$ cat src/rtl/bpc_pkg.sv
package bpc_pkg;

    localparam logic [7:0] READY_MASK = 8'h60;

    localparam logic [1:0] OUT_OK        = 2'd0;
    localparam logic [1:0] OUT_NOT_READY = 2'd1;
    localparam logic [1:0] OUT_RAW_ZERO  = 2'd2;
    localparam logic [1:0] OUT_RANGE     = 2'd3;

    localparam logic [2:0] CFG_CALIB_LOW  = 3'd0;
    localparam logic [2:0] CFG_CALIB_MID  = 3'd1;
    localparam logic [2:0] CFG_CALIB_HIGH = 3'd2;
    localparam logic [2:0] CFG_FLOOR      = 3'd3;
    localparam logic [2:0] CFG_CEILING    = 3'd4;

    localparam logic [16:0] FLOOR_RESET   = 17'd30000;
    localparam logic [16:0] CEILING_RESET = 17'd120000;

    localparam logic [22:0] Q6_MAX = 23'h7FFFFF;

    typedef struct packed {
        logic        [15:0] t1;
        logic        [15:0] t2;
        logic signed [7:0]  t3;
        logic signed [15:0] p1;
        logic signed [15:0] p2;
        logic signed [7:0]  p3;
        logic signed [7:0]  p4;
        logic        [15:0] p5;
        logic        [15:0] p6;
        logic signed [7:0]  p7;
        logic signed [7:0]  p8;
        logic signed [15:0] p9;
        logic signed [7:0]  p10;
        logic signed [7:0]  p11;
    } coef_t;

    typedef struct packed {
        logic        not_ready;
        logic        raw_zero;
        logic [23:0] p;
    } side_t;

    // byte i of the calibration image sits at bits 8i+7..8i
    function automatic coef_t decode_coef(input logic [167:0] img);
        coef_t c;
        c.t1  = img[15:0];
        c.t2  = img[31:16];
        c.t3  = img[39:32];
        c.p1  = img[55:40];
        c.p2  = img[71:56];
        c.p3  = img[79:72];
        c.p4  = img[87:80];
        c.p5  = img[103:88];
        c.p6  = img[119:104];
        c.p7  = img[127:120];
        c.p8  = img[135:128];
        c.p9  = img[151:136];
        c.p10 = img[159:152];
        c.p11 = img[167:160];
        return c;
    endfunction

endpackage

$ cat src/rtl/bpc_temp.sv
module bpc_temp (
    input  logic                 aclk,
    input  logic [3:0]           en,
    input  bpc_pkg::coef_t       coef,
    input  logic [23:0]          raw_temperature,
    output logic signed [27:0]   t_lin,
    output logic signed [15:0]   temp_q8
);
    import bpc_pkg::*;

    logic signed [24:0] d_reg, d_next;
    logic signed [41:0] dt_reg, dt_next;
    logic signed [49:0] dd_reg, dd_next;
    logic signed [63:0] n_reg, n_next;
    logic signed [27:0] t_reg, t_next;
    logic signed [15:0] tq_reg, tq_next;
    logic signed [63:0] t_wide, tq_wide;

    always_comb begin
        d_next  = $signed({1'b0, raw_temperature}) - $signed({1'b0, coef.t1, 8'h00});
        dt_next = d_reg * $signed({1'b0, coef.t2});
        dd_next = d_reg * d_reg;
        n_next  = (64'(dt_reg) <<< 18) + 64'(dd_reg) * 64'(coef.t3);

        // round to Q20 and to 1/256 degC
        t_wide  = (n_reg + 64'sd134217728) >>> 28;
        tq_wide = (n_reg + 64'sd549755813888) >>> 40;
        if (t_wide > 64'sd134217727) begin
            t_next = 28'sh7FFFFFF;
        end else if (t_wide < -64'sd134217728) begin
            t_next = -28'sh8000000;
        end else begin
            t_next = t_wide[27:0];
        end
        if (tq_wide > 64'sd32767) begin
            tq_next = 16'sh7FFF;
        end else if (tq_wide < -64'sd32768) begin
            tq_next = -16'sh8000;
        end else begin
            tq_next = tq_wide[15:0];
        end
    end

    always_ff @(posedge aclk) begin
        if (en[0]) begin
            d_reg <= d_next;
        end
        if (en[1]) begin
            dt_reg <= dt_next;
            dd_reg <= dd_next;
        end
        if (en[2]) begin
            n_reg <= n_next;
        end
        if (en[3]) begin
            t_reg  <= t_next;
            tq_reg <= tq_next;
        end
    end

    assign t_lin   = t_reg;
    assign temp_q8 = tq_reg;

endmodule

$ cat config.mk
export PLATFORM = sky130hd
export DESIGN_NAME = bpc_temp
export DESIGN_NICKNAME = d
export VERILOG_FILES = /design/src/rtl/bpc_pkg.sv /design/src/rtl/bpc_temp.sv
export SDC_FILE = /design/constraint.sdc
export NUM_CORES = 2
export LEC_CHECK = 0
export BUFFER_PORTS_ARGS = -buffer_cell sky130_fd_sc_hd__buf_2
export CORE_MARGIN = 8
export CORE_UTILIZATION = 25
export DETAILED_ROUTE_END_ITERATION = 10
export PLACE_DENSITY = 0.42
export REMOVE_ABC_BUFFERS = 1
export SKIP_CTS_REPAIR_TIMING = 1
export SYNTH_ARGS = -nofsm -noshare
export SYNTH_HDL_FRONTEND = slang
export SYNTH_SLANG_ARGS = --single-unit
export TNS_END_PERCENT = 5
$ cat constraint.sdc
create_clock -name aclk -period 7.22 [get_ports aclk]
set_clock_uncertainty 0.1 [all_clocks]
set_input_delay 0.361 -clock aclk [delete_from_list [all_inputs] [get_ports aclk]]
set_output_delay 0.361 -clock aclk [all_outputs]
set_load 0.02 [all_outputs]
==> summary.md <==
| Metric | Value |
|---|---|
| Clk slew on worst S/H paths | 0.09 ns |
| CP Class | reg2reg |
| # H-tree levels | 4 |
| IO Port Bufs | 112 |
| F_max | 136 MHz |
| Post-synth EDFFs | 194 |
| Final-report hold violation count | 0 |
| Dominant delay contributor by cell family on the critical path | adder cells |
| Routability cong. | 0.822 |
| Remaining global-route overflow | 0 |
| Reg2Reg Setup Slack | -0.14 ns |
| Dpl cell area | 63,500 um2 |
| Gr busiest metal | met2 |
| RSZ-0062 raised after global routing | true |
| Adder-cell share of the synthesized area | 0.561 |
| CP Cell Sequence | buf_4, buf_6, buf_4, and2_4, fa_2, fa_2, buf_4, fa_1, fa_1, fa_1, fa_1, inv_1, fa_1, inv_1, ha_1, a21o_1, a21o_1, o211a_1, o31ai_4, buf_6, a31oi_4, a21boi_2, and4b_1, or4b_1 |
| Largest net degree at the start of global routing | 66 |
| CP max FO | 6 |
| Hold path cells | 3 |
| Top_reg_cell synth | edfxtp_1 |
| Cts bufs inserted | 17 |
| FF-to-FF End | dd_reg[43]$_DFFE_PP_ |
| CP Launch Type | flip-flop |
| GRT Total Usage | 0.124 |
| Cell mode on critical path | fa_1 |
| DP Worst Slack | -0.385 ns |
| Post-Synth XOR/XNOR Area | 0.0293 |
| Synth Cell Area | 56,500 um2 |
| First-pass GRT wire length | 240,000 um |
| Syn-to-layout area delta | 15.4% |
| Final worst slack | -0.141 ns |
| Fin cells | 9,281 |
| Crit-path slowest cell | fa_2 |
| Root buf cell | clkbuf_16 |
| Critical R2R Launch | d_reg[5]$_DFFE_PP_ |
| Core box area | 225,000 um2 |
| Vias | 38,100 |
| Simple-gate share of the synthesized area | 0.134 |
| Hold path endpoint | d_reg[8]$_DFFE_PP_ |
| Row count | 174 |
| Io pins | 241 |
| Sequential fraction of the synthesis area | 0.103 |
| Max-slew violation count | 0 |
| Hpwl dp | 130,000 um |
| Met2 usage | 0.211 |
| Routed len/inst | 16.0 um |
| DR iter-0 viols | 1,358 |
| Fraction of layout cells with a size suffix above 1 | 0.122 |
| DR DRC count | 0 |
| Clock Path Buffers | 2 |
| Initial Util | 0.251 |
| Final TNS setup | -0.266 ns |
| Slew @ Worst Pin | 1.02 ns |
| Clock sinks | 194 |
| Inst Count DP | 9,199 |
| CP peak stage delay | 0.57 ns |
| Syn avg cell area | 9.64 um2 |
| Synth Area in Compound Gates | 0.0522 |
| Failing checks | negative setup slack |
| Worst min-delay path startpoint | coef[152] |
| Post-synthesis sequential element count | 194 |
| Setup violators final | 4 |
| Final period utilization | 1.02 |
| Vias in the first global route | 43,000 |
| TritonRoute pass-1 iters | 5 |
| Vias/cell | 4.10 |
| Main combinational cell family by area after synthesis | adder cells |
| Final #Nets | 8,184 |
| Max reg flops | 49 |
| Post-DRT Antenna Nets | 0 |
| Max-Cap Viols | 0 |
| Warnings, synthesis | 0 |
| Status | finished, violations left |
| Synthesized instance count | 5,859 |
| M1 GR Usage | 0.173 |
| Reg2Reg Depth | 24 |
| Unique cell type count in the Yosys netlist | 85 |
| Full die area | 241,000 um2 |
| Final Instance Area | 65,200 um2 |
| Hold Path Class | in2reg |
| Crit path buffers/inverters | 7 |
| CP required | 7.40 ns |
| Mux cell area share after synthesis | 0.000576 |
| Crit path DAT | 7.54 ns |
| Die Wd | 491 um |
| Clk Latency, worst-skew pair | 0.54 ns |
| Critical Path Start | d_reg[5]$_DFFE_PP_ |
| Minimum period implied by the final worst setup slack | 7.36 ns |
| CTS tree | yes |
| Met3 track demand over resource | 0.0114 |
| Initial antenna violation count | 8 |
| Crit path capture type | flip-flop |
| Final WL | 149,000 um |
| Worst rel slew slack | 0.319 |
| Async SR Flop Fraction | 0 |
| DIE HEIGHT | 491 um |
## cells in the mapped netlist (6+ instances only)
master       n  area, um2
xnor2_1    128       1120
nor4_1      10       62.6
o21bai_1    14        105
edfxtp_1   194       5830
a31oi_1     13       81.3
nand4_1     19        119
nand2_1    633       2380
nand2b_1    69        432
nor2b_1     38        238
and2_1     484       3030
a21o_1      72        541
o21ai_1      7       35.0
ha_1       359       4490
a31o_2       6       52.6
a21oi_1    116        581
a21boi_0     8       60.1
fa_1      1359      27200
and3_1      26        163
nor2_1     117        439
nand3_1     51        255
nor3_1      24        120
a211oi_1    20        150
inv_1     1586       5950
xor2_1      61        534
or3_1       12       75.1
o211ai_1     9       67.6
o21a_1      20        150
o21ai_0    109        546
clkbuf_1   188        706
## stage by stage
stage	hold WS, ns	utilization
6_report	0.168	0.290
5_1_grt	0.165	0.290
3_3_place_gp	0.441	0.282
4_1_cts	-0.147	0.285
3_5_place_dp	0.441	0.282
2_1_floorplan	0.360	-
## worst min-delay path, cell delays in order
cell and delay [ns]:
buf_2 0.08, ha_1 0.15, inv_1 0.04
## worst max path at each step
| stage | slack [ns] | to | cells past startpoint |
|---|---|---|---|
| after detailed placement | -0.38 | dd_reg[49]$_DFFE_PP_ | 23 |
| after global routing | -0.37 | dd_reg[43]$_DFFE_PP_ | 26 |
| after CTS | -0.39 | dd_reg[43]$_DFFE_PP_ | 24 |
| final | -0.14 | dd_reg[43]$_DFFE_PP_ | 24 |
| after floorplan | -0.38 | dd_reg[46]$_DFFE_PP_ | 21 |
| after global placement | -0.37 | dd_reg[49]$_DFFE_PP_ | 23 |
## layer usage
layer  part of all wire  wire length (um)
met3              0.023              3430
met4              0.013              1870
met1               0.49             72900
met2               0.47             70600
met5                  0                 0
## cell type report
cell class	instances	area, um2
inverters	1586	5960
diodes	7	17.5
multi-input cells	3876	44500
clock buffers	17	425
clock inverters	15	180
flip-flops and latches	194	5830
well taps	2992	3740
repair buffers	594	4560
fillers	23900	159000
## cells by family after synthesis
group | after synthesis
AOI/OAI and AO/OA | 451
buffers and inverters | 1789
other | 2
adders and majority gates | 1718
DFF | 194
and+or+nand+nor | 1513
muxes | 3
xor gates and xnor gates | 189
## cells in the final DEF, fill, tap and decap left out, types with 19 or more instances in the layout
cell type,Yosys,final
inv_1,1586,1570
fa_1,1359,1343
nand2_1,633,617
and2_1,484,467
buf_4,5,418
ha_1,359,339
edfxtp_1,194,194
xnor2_1,128,128
nor2_1,117,112
buf_2,4,111
a21oi_1,116,106
o21ai_0,109,103
a21o_1,72,72
nand2b_1,69,69
xor2_1,61,61
nand3_1,51,47
buf_6,1,39
nor2b_1,38,37
and3_1,26,26
nor3_1,24,24
o21a_1,20,20
nand4_1,19,19
Power is not shown: default switching activity piles up to over one toggle a cycle in this logic, so the estimate is an artifact.
